$ cat config.mk
export PLATFORM = sky130hd
export DESIGN_NAME = ope_ram
export DESIGN_NICKNAME = d
export VERILOG_FILES = /design/src/hdl/ope_ram.sv
export SDC_FILE = /design/constraint.sdc
export NUM_CORES = 1
export LEC_CHECK = 0
export BUFFER_PORTS_ARGS = -buffer_cell sky130_fd_sc_hd__buf_2
export CORE_MARGIN = 10
export CORE_UTILIZATION = 30
export CTS_BUF_LIST = sky130_fd_sc_hd__clkbuf_16
export DETAILED_ROUTE_END_ITERATION = 16
export PLACE_DENSITY = 0.53
export SYNTH_ARGS = -nofsm -noshare
export SYNTH_HDL_FRONTEND = slang
export SYNTH_SLANG_ARGS = --single-unit
$ cat constraint.sdc
create_clock -name clk -period 2.1 [get_ports clk]
set_input_delay 0.105 -clock clk [delete_from_list [all_inputs] [get_ports clk]]
set_output_delay 0.105 -clock clk [all_outputs]
set_load 0.01 [all_outputs]
$ cat src/hdl/ope_ram.sv
// Generic single write port RAM with one registered read port.
module ope_ram #(
    parameter int WIDTH = 8,
    parameter int DEPTH = 16
) (
    input  logic                     clk,
    input  logic                     we,
    input  logic [$clog2(DEPTH)-1:0] waddr,
    input  logic [WIDTH-1:0]         wdata,
    input  logic [$clog2(DEPTH)-1:0] raddr,
    output logic [WIDTH-1:0]         rdata
);
    logic [WIDTH-1:0] mem [DEPTH];

    always_ff @(posedge clk)
    begin
        if (we)
        begin
            mem[waddr] <= wdata;
        end
        rdata <= mem[raddr];
    end
endmodule

=== Yosys cells after proc, flatten, opt, wreduce, memory -nomap -nowiden ===
Memories as Yosys holds them, arrays and structs flattened. A register that Yosys moved wholly into a read port is not among the register bits.
Cells that the tools add are included.
W data, S select, Z words.

* Input bits: 18
* Memories kept: 1
* Word-level logic and storage cells: 3
* Register bits: 0
* ROM bits: 0
* Bits in latches: 0
* RAM bits: 128

* $add $sub $neg: 0
* Bitwise gates (word level): 0
* Equality and inequality tests: 0
* Multiply operators: 0
* Mux-type cells: 2
* Div/mod/pow operators: 0
* Shifts and indexed selects: 0
* Reductions and logical operators: 0
* $lt $le $gt $ge: 0

{| class="wikitable"
|+ Memories
! name !! words !! width !! rd ports !! clocked after Yosys merged registers in !! write ports !! RTL line !! text
|-
| mem || 16 || 8 || 1 || 1 || 1 || 13 || <nowiki>logic [WIDTH-1:0] mem [DEPTH];</nowiki>
|}

{| class="wikitable"
|+ Operator list
! kind !! count
|-
| $mux W1 || 2
|}

=== Logic depth before layout (Yosys ltp) ===
Gate-level depths: netlist of the first run.

* Word-level depth: 2
* Depth in mapped cells: 5
* Mapped depth without buffers: 3

=== Worst setup path after synthesis of the first run ===
Ideal clock, no wire load.

* Kind: in2reg
* Start: input waddr[2]
* End: memory mem[0][0], enable pin
* Slack: 0.502 ns
* Data arrival time: 1.215 ns
* Path buffers: 0
* Stages: 2
* Data required time: 1.717 ns
* Setup time: 0.383 ns
* Path through: or3b_2 -> nor3_1

{| class="wikitable"
|+ RTL lines
! what !! RTL line !! text
|-
| start: declaration || 8 || <nowiki>input logic [$clog2(DEPTH)-1:0] waddr,</nowiki>
|-
| end: declaration || 13 ||
|}

No word-level cell before the write port.

==> results of run 1 <==
==> kinds of logic after synthesis <==
kind of cell	after synthesis	synth area share [%]
muxes	32	15.02
and+or+nand+nor	35	3.184
AOI/OAI and AO/OA	16	2.334
buffers and inverters	10	1.677
DFF	136	77.78
==> stage by stage <==
stage | setup slack, ns | utilization, % | hold slack (ns) | total power [W] | cells
final | 0.7444 | 37.91 | 0.07144 | 0.006613 | 521
after global routing | 0.6683 | 37.91 | 0.08321 | 0.006824 | 521
after CTS | 0.7294 | 37.91 | 0.06401 | 0.006686 | 521
after global placement | 0.4037 | 33.98 | 0.4884 | 0.003405 | 489
after floorplan | 0.5021 | - | 0.2039 | 0.003267 | 229
after detailed placement | 0.3666 | 33.98 | 0.5014 | 0.003411 | 489
==> cells in the final DEF (no fill, tap or decap), types with 2 or more instances in the layout <==
master	n
edfxtp_1	128
buf_2	25
buf_4	23
mux4_2	18
clkbuf_16	17
a22oi_1	16
mux4_1	14
nor2_1	13
nand2_1	9
dfxtp_1	8
bufinv_16	6
nor3_1	4
clkinvlp_4	4
clkinv_1	3
nand3b_1	2
nand2b_1	2
clkinv_2	2
buf_12	2
==> power breakdown <==
part	switching (W)	leakage [nW]	internal, W
clock network	0.00106	0.307	0.00221
logic	0.000167	0.610	0.000128
registers	0.0000174	1.22	0.00304
total	0.00124	2.14	0.00537
==> registers in the layout, summed over array words and instances (netlist names) <==
| name | count |
|---|---|
| mem | 128 |
| rdata | 8 |
==> final cells by class <==
cell class	instances	share of cell area, %
clock buffer	17	6.719
clock inverter	15	3.656
multi-input combinational	83	16.70
sequential	136	63.24
tap	220	4.348
timing repair buffer	50	5.336
==> final timing paths <==
| path | start | end | slack [ns] |
|---|---|---|---|
| setup / recovery | mem[3][4] | rdata[4] | 0.74 |
| hold / removal | wdata[3] | mem[5][3] | 0.07 |
| setup reg to reg | mem[3][4] | rdata[4] | 0.74 |
| hold reg to reg | mem[14][7] | rdata[7] | 0.66 |
==> routing by layer <==
| layer | track usage [%] | vias to the layer above |
|---|---|---|
| met1 | 13.24 | 1300 |
| met3 | 3.192 | 14 |
| met5 | 0 | - |
| li1 | - | 1095 |
| met4 | 3.802 | 0 |
| met2 | 13.63 | 52 |
==> worst max-delay path, delay by kind of cell (launching register included) <==
family,cells,cell delay (ns)
flip-flops,1,0.36
multiplexers,1,0.47
AND/OR/NAND/NOR,1,0.08
AO/OA/AOI/OAI,1,0.33
==> flow_summary.yaml, run 1 <==
clock_network:
  path_clk_slew_ns: 0.06
  clockBufferDepth: 2
  postCtsSetupBuffers: 0
  cts_tree: "yes"
  cts_resized: 0
  htreeDepth: 4
  cts_buffers: 17
  clock-sinks: 136
  root_buffer: "clkbuf_16"
  hold_buffers: 0
  clk_latency_ns: 0.41
route:
  wl_met3_um: 451
  wl_met1_um: 5017
  routed-wl-met2_um: 4655
  ant_nets: 0
  wire_per_inst_um: 19.74
  drc: 0
  viasPerCell: 4.724
  vias: 2461
  drt_pass1_iterations: 5
  highest_layer: "met4"
  wirelength_um: 10280
  first_iter_violations: 160
worst_setup_path:
  r2r.worst_path.cells: 3
  cp_slowest_cell: "mux4_2"
  cp-end-kind: "flip-flop"
  crit_fanout: 1
  cp_slowest_stage_delay_ns: 0.47
  cp.required_ns: 2.39
  critPathKind: "reg -> reg"
  path_cells: "mux4_2 -> a22oi_1 -> nand2_1"
  arrival_ns: 1.65
  start_kind: "flip-flop"
yosys:
  post-synth-top-count-cell: "edfxtp_1"
  ys_seq_area_share_pct: 77.78
  synth_ff_type: "edfxtp_1"
  synth-edff-count: 128
  yosys_warnings: 0
  synth_cells: 229
  syn_nets: 247
  ys_async_sr_fraction_pct: 0
  synth_top_area_share_pct: 74.67
  yosys-top-cells-count: "edfxtp_1 (128), mux4_2 (18), a22oi_1 (16)"
  synth_cell_types: 19
  yosys.area.top_type: "edfxtp_1"
  ys_seq_elements: 136
  syn_avg_cell_area_sq_um: 22.48
  synth_area_leaders: "edfxtp_1 (75%), mux4_2 (7.9%), mux4_1 (7.1%), dfxtp_1 (3.1%), a22oi_1 (2.3%)"
  synth_area_sq_um: 5147
floorplan:
  die_area_sq_um: 22800
  pin_count: 26
  fp.dieW_um: 151.0
  std_cell_rows: 47
  die_h_um: 151.0
  start_util_pct: 30.82
  core_sq_um: 16700
layout:
  final_area_sq_um: 6331
  drive_above_1_share_pct: 32.56
  multi_input_area_sq_um: 1057
  fill_cells: 1525
  syn_to_final_growth_pct: 22.99
  regArea_sq_um: 4004
  layout.nets: 306
  diodes: 0
timing:
  drv_slew: 0
  skew_ns: 0.008464
  hold_violations: 0
  period_share_pct: 64.55
  max_slew.worst_pin.slew_ns: 0.3922
  finalSetupTns_ns: 0
  slew_headroom_pct: 73.86
  grt_setup_unrepaired: "false"
  max_freq_mhz: 737.7
  setup_viol: 0
  post-route-min-period_ns: 1.356
placement:
  port_buffers: 25
  gp_congestion: 0.7003
  place_area_sq_um: 5674
  dp_hpwl_um: 7046
run:
  cap_violations: 0
power:
  vdd_ir_drop_max_mv: 0.6827
  p_leak_nw: 2.141
  powerDensity_nw_per_um2: 1045
global_route:
  grt_max_degree: 17
  globalRouteOverflowTotal: 0
  grt_pass1_wl_um: 15790
  antenna_found_initial: 0
  grt_pass1_vias: 2586
  grt_usage_pct: 9.598
run_status:
  outcome: "complete, no violations"
worst_hold_path:
  hp-class: "in -> reg"
  whs_path_depth: 1
Note: power is estimated with default switching activity, not from simulation.
==> run 2, diff against run 1 <==
Settings changed: ABC_AREA set to 1, PLACE_DENSITY 0.53 to 0.54.
Clock period 2.1 ns to 1.23 ns, I/O delays scaled along.
==> run 2 against run 1 <==
  * Synthesized cell count grew 140%
  * Routed wire length rose by 29%
  * Global-route usage rose by 1.7 points
  * Sequential power increased by 71%
==> flow_summary.yaml, run 2 <==
timing:
  grt_setup_unrepaired: "false"
  slew_headroom_pct: 73.65
  hold_violations: 0
  drv_slew: 0
  max_slew.worst_pin.slew_ns: 0.3953
  post-route-min-period_ns: 1.009
  setup_ws_ns: 0.2211
  max_freq_mhz: 991.2
  skew_ns: 0.006998
  period_share_pct: 82.02
  setup_viol: 0
placement:
  place_area_sq_um: 6284
  dp_hpwl_um: 8475
  place_ws_ns: -0.004552
  port_buffers: 25
  gp_congestion: 0.7784
global_route:
  globalRouteOverflowTotal: 0
  grt_pass1_vias: 3727
  grt_usage_pct: 11.27
  grt_max_degree: 65
  antenna_found_initial: 0
  grt_pass1_wl_um: 21130
clock_network:
  postCtsSetupBuffers: 0
  cts_resized: 0
  clk_latency_ns: 0.42
  cts_buffers: 17
  clock-sinks: 136
  cts_tree: "yes"
  htreeDepth: 4
  clockBufferDepth: 2
  hold_buffers: 0
  root_buffer: "clkbuf_16"
  path_clk_slew_ns: 0.06
worst_setup_path:
  crit_fanout: 1
  r2r.worst_path.cells: 6
  cp.required_ns: 1.17
  r2r_end: "rdata[5]"
  cp-end-kind: "output pin"
  crit_buf_inv: 1
  cp_slowest_cell: "dfxtp_1"
  timing.rr.start: "mem[15][5]"
  start_kind: "flip-flop"
  path_delay_family: "flip-flops"
  rrSetupSlack_ns: 0.26
  arrival_ns: 0.95
  critPathKind: "reg -> out"
  cp_slowest_stage_delay_ns: 0.37
  path_cells: "buf_2"
worst_hold_path:
  holdPathEnd: "rdata[5]"
  min_from: "raddr[2]"
  hp-class: "in -> reg"
  whs_path_depth: 4
run:
  cap_violations: 0
yosys:
  ys_async_sr_fraction_pct: 0
  yosys_warnings: 0
  ys_seq_elements: 136
  ys_seq_area_share_pct: 69.43
  syn_nets: 569
  synth_area_leaders: "edfxtp_1 (67%), nand2_1 (11%), nand3_1 (8.4%), inv_1 (6.5%), dfxtp_1 (2.8%)"
  synth_cell_types: 12
  synth_cells: 551
  post-synth-top-count-cell: "nand2_1"
  synth_ff_type: "edfxtp_1"
  yosys-top-cells-count: "nand2_1 (173), edfxtp_1 (128), inv_1 (100)"
  syn_avg_cell_area_sq_um: 10.47
  yosys.area.top_type: "edfxtp_1"
  synth-edff-count: 128
  synth_top_area_share_pct: 66.65
  synth_area_sq_um: 5767
layout:
  syn_to_final_growth_pct: 17.99
  diodes: 0
  final_common_cell: "nand2_1"
  largestRegisters: "mem: 128 flops, rdata: 8 flops"
  final_cell_mix: "nand2_1 (173), edfxtp_1 (128), inv_1 (102), nand3_1 (97), buf_2 (25)"
  layout.nets: 615
  drive_above_1_share_pct: 12.95
  fill_cells: 1862
  largest_register_ffs: 128
  top_register: "mem"
  multi_input_area_sq_um: 1214
  regArea_sq_um: 4004
  final_area_sq_um: 6804
power:
  power.share.sequential_pct: 50.4
  clkPwrFrac_pct: 43.4
  vdd_ir_drop_max_mv: 0.9050
  powerDensity_nw_per_um2: 1520
  p_sw_w: 0.002257
  p_total_w: 0.01034
  swShare_pct: 21.82
  p_leak_nw: 2.931
  p_comb_share_pct: 6.2
  p_int_w: 0.008083
route:
  drt_pass1_iterations: 5
  first_iter_violations: 279
  ant_nets: 0
  vias: 3724
  wirelength_um: 13230
  drc: 0
  wire_per_inst_um: 15.20
  viasPerCell: 4.280
floorplan:
  die_area_sq_um: 25170
  std_cell_rows: 50
  pin_count: 26
  fp.dieW_um: 158.6
  core_sq_um: 18830
  start_util_pct: 30.62
  die_h_um: 158.6
run_status:
  outcome: "complete, no violations"
==> run 2: area by class of cell <==
| type | count | area share (%) |
|---|---|---|
| timing repair buffer | 51 | 5.259 |
| tap | 260 | 4.781 |
| clock buffer | 17 | 6.252 |
| sequential | 136 | 58.85 |
| clock inverter | 15 | 1.398 |
| multi-input combinational | 289 | 17.84 |
| inverter | 102 | 5.627 |
==> run 2: how the worst max path moves through the flow <==
stage / startpoint / end / cells past startpoint
2_1_floorplan: waddr[2] / mem[10][0] / 2
3_3_place_gp: raddr[1] / rdata[4] / 7
3_5_place_dp: raddr[1] / rdata[4] / 7
5_1_grt: mem[1][4] / rdata[4] / 6
4_1_cts: rdata[5] / rdata[5] / 1
6_report: rdata[5] / rdata[5] / 1
==> run 2: cells by family after synthesis <==
family / after synthesis / share of synthesized area [%]
AND/OR/NAND/NOR: 289 / 21.05
flip-flops: 136 / 69.43
buffers and inverters: 126 / 9.525
==> run 2: through the flow <==
step | setup TNS [ns] | util (%) | hold WS, ns | instances
final | 0 | 36.13 | 0.02639 | 870
after detailed placement | -0.004552 | 33.37 | 0.4470 | 838
after CTS | 0 | 36.13 | 0.008403 | 870
after global placement | -0.04815 | 33.37 | 0.4553 | 838
after floorplan | 0 | - | 0.1604 | 551
after global routing | 0 | 36.13 | 0.03915 | 870
==> run 2: routing by layer <==
layer	global-route usage, %	up-vias	routed length [um]
met4	5.558	0	248
met2	17.55	86	6210
met3	2.617	17	527
met5	0	-	0
met1	14.42	1756	6238
li1	-	1865	-
==> run 2: power by group through the flow <==
stage	Clock, W	Sequential (W)	Combinational [W]
2_1_floorplan	0	0.00532	0.000366
3_3_place_gp	0	0.00531	0.000646
3_5_place_dp	0	0.00531	0.000655
4_1_cts	0.00456	0.00521	0.000658
5_1_grt	0.00480	0.00522	0.000731
6_report	0.00449	0.00521	0.000642
==> run 3, diff against run 2 <==
Settings changed: ABC_AREA 1 to 0.
Clock period 1.23 ns to 0.8 ns, I/O delays scaled along.
==> run 3 against run 2 <==
  * The flow now finishes with violations (setup timing)
  * Cell count down 39%
  * First-iteration DRC count down 38%
  * Largest power group unchanged
  * Sequential cell count unchanged
  * Largest cell class unchanged
  * Global-route usage down 1.3 points
  * Sequential share of layout area up 0.26 points
==> flow_summary.yaml, run 3 (synthesized netlist as in run 1, its figures left out) <==
run_status:
  outcome: "finished, violations left"
  failed_checks: "setup timing"
timing:
  max_slew.worst_pin.slew_ns: 0.8499
  period_share_pct: 157.1
  post-route-min-period_ns: 1.257
  setup_ws_ns: -0.4571
  max_freq_mhz: 795.5
  hold_violations: 0
  hold_slack_ns: 0.01413
  skew_ns: 0.009230
  slew_headroom_pct: 43.23
  setup_viol: 24
  drv_slew: 0
  finalSetupTns_ns: -4.277
  grt_setup_unrepaired: "true"
placement:
  dp_hpwl_um: 7135
  port_buffers: 25
  gp_congestion: 0.6969
  place_area_sq_um: 6092
  dp_cells: 497
route:
  first_iter_violations: 172
  drc: 0
  ant_nets: 0
  drt_pass1_iterations: 5
  wirelength_um: 10220
  vias: 2451
  wire_per_inst_um: 19.18
  viasPerCell: 4.598
layout:
  syn_to_final_growth_pct: 31.84
  final_cells: 533
  largest_register_ffs: 128
  largestRegisters: "mem: 128 flops, rdata: 8 flops"
  final_cell_mix: "edfxtp_1 (128), mux4_2 (32), buf_12 (24), clkbuf_16 (17), buf_2 (17)"
  diodes: 0
  final_area_sq_um: 6787
  final_util_pct: 40.64
  layout.nets: 318
  top_register: "mem"
  drive_above_1_share_pct: 49.52
  fill_cells: 1512
  final_common_cell: "edfxtp_1"
clock_network:
  clock-sinks: 136
  path_clk_slew_ns: 0.06
  cts_tree: "yes"
  htreeDepth: 4
  clk_latency_ns: 0.41
  root_buffer: "clkbuf_16"
  cts_buffers: 17
  clockBufferDepth: 2
worst_hold_path:
  hp-class: "in -> reg"
global_route:
  grt_pass1_wl_um: 16330
  grt_pass1_vias: 2753
  grt_max_degree: 18
  antenna_found_initial: 0
  grt_usage_pct: 9.973
  globalRouteOverflowTotal: 0
floorplan:
  pin_count: 26
  die_area_sq_um: 22800
  std_cell_rows: 47
  core_sq_um: 16700
  fp.dieW_um: 151.0
  start_util_pct: 30.82
  die_h_um: 151.0
worst_setup_path:
  start_kind: "flip-flop"
  crit_fanout: 1
  arrival_ns: 1.54
  cp.required_ns: 1.09
  critPathKind: "reg -> reg"
  cp-end-kind: "flip-flop"
power:
  powerDensity_nw_per_um2: 2393
  vdd_ir_drop_max_mv: 1.357
  p_leak_nw: 2.209
run:
  cap_violations: 0
[run 3: changes by cell type in the layout (fill, tap and decap cells not counted), sizes merged, moves of 4 or more]
cell	previous run	this run
clkinv	11	4
mux4	0	32
buf	51	60
clkinvlp	1	7
nand2	173	9
a22oi	0	16
nand3	97	1
inv	104	3
nor2	17	13
nor3	0	4
[run 3: routing by layer]
layer,vias to the layer above,track usage [%],share of wire [%]
li1,1101,-,-
met1,1290,12.38,45
met2,53,15.54,49
met3,7,3.938,4.8
met4,0,3.465,0.84
met5,-,0,0
[run 3: cell type report]
cell class                      count  area [sq um]  area share, %
Clock buffer                       17         425.4          6.268
Tap cell                          220         275.3          4.056
Sequential cell                   136          4011          59.11
Timing Repair Buffer               62         773.2          11.39
Clock inverter                     15         131.4          1.936
Multi-Input combinational cell     83          1170          17.24
[run 3: what timing repair did]
item,CTS,global route
hold endpoints to repair,4,5
pin swaps,4,3
setup buffers,1,1
setup endpoints to repair,40,36
hold buffers,1,1
gates resized for setup,16,8
[run 3: path summary, 6_finish.rpt]
path / end / startpoint / depth (start not counted) / slack (ns)
max: rdata[4] / mem[2][4] / 3 / -0.46
min: mem[15][7] / wdata[7] / 1 / 0.01
max reg2reg: rdata[4] / mem[2][4] / 3 / -0.46
min reg2reg: rdata[6] / mem[14][6] / 3 / 0.68
[run 3: power breakdown]
part	switching, W	total [W]	leakage (nW)	internal (W)
Clock	0.00291	0.00717	0.255	0.00426
Combinational	0.000509	0.00104	0.730	0.000527
Sequential	0.0000574	0.00803	1.22	0.00798
Total	0.00347	0.0162	2.21	0.0128
[run 3: stage by stage]
stage / setup WS, ns / total power, W
4_1_cts: -0.4680 / 0.01643
6_report: -0.4571 / 0.01624
2_1_floorplan: -0.3430 / 0.008649
5_1_grt: -0.5136 / 0.01691
3_3_place_gp: -0.6439 / 0.009117
3_5_place_dp: -0.6418 / 0.009139
[run 3: critical path, cell delays in order (launching register included)]
cell	delay (ns)
edfxtp_1	0.37
mux4_2	0.48
a22oi_2	0.17
nand2_1	0.11
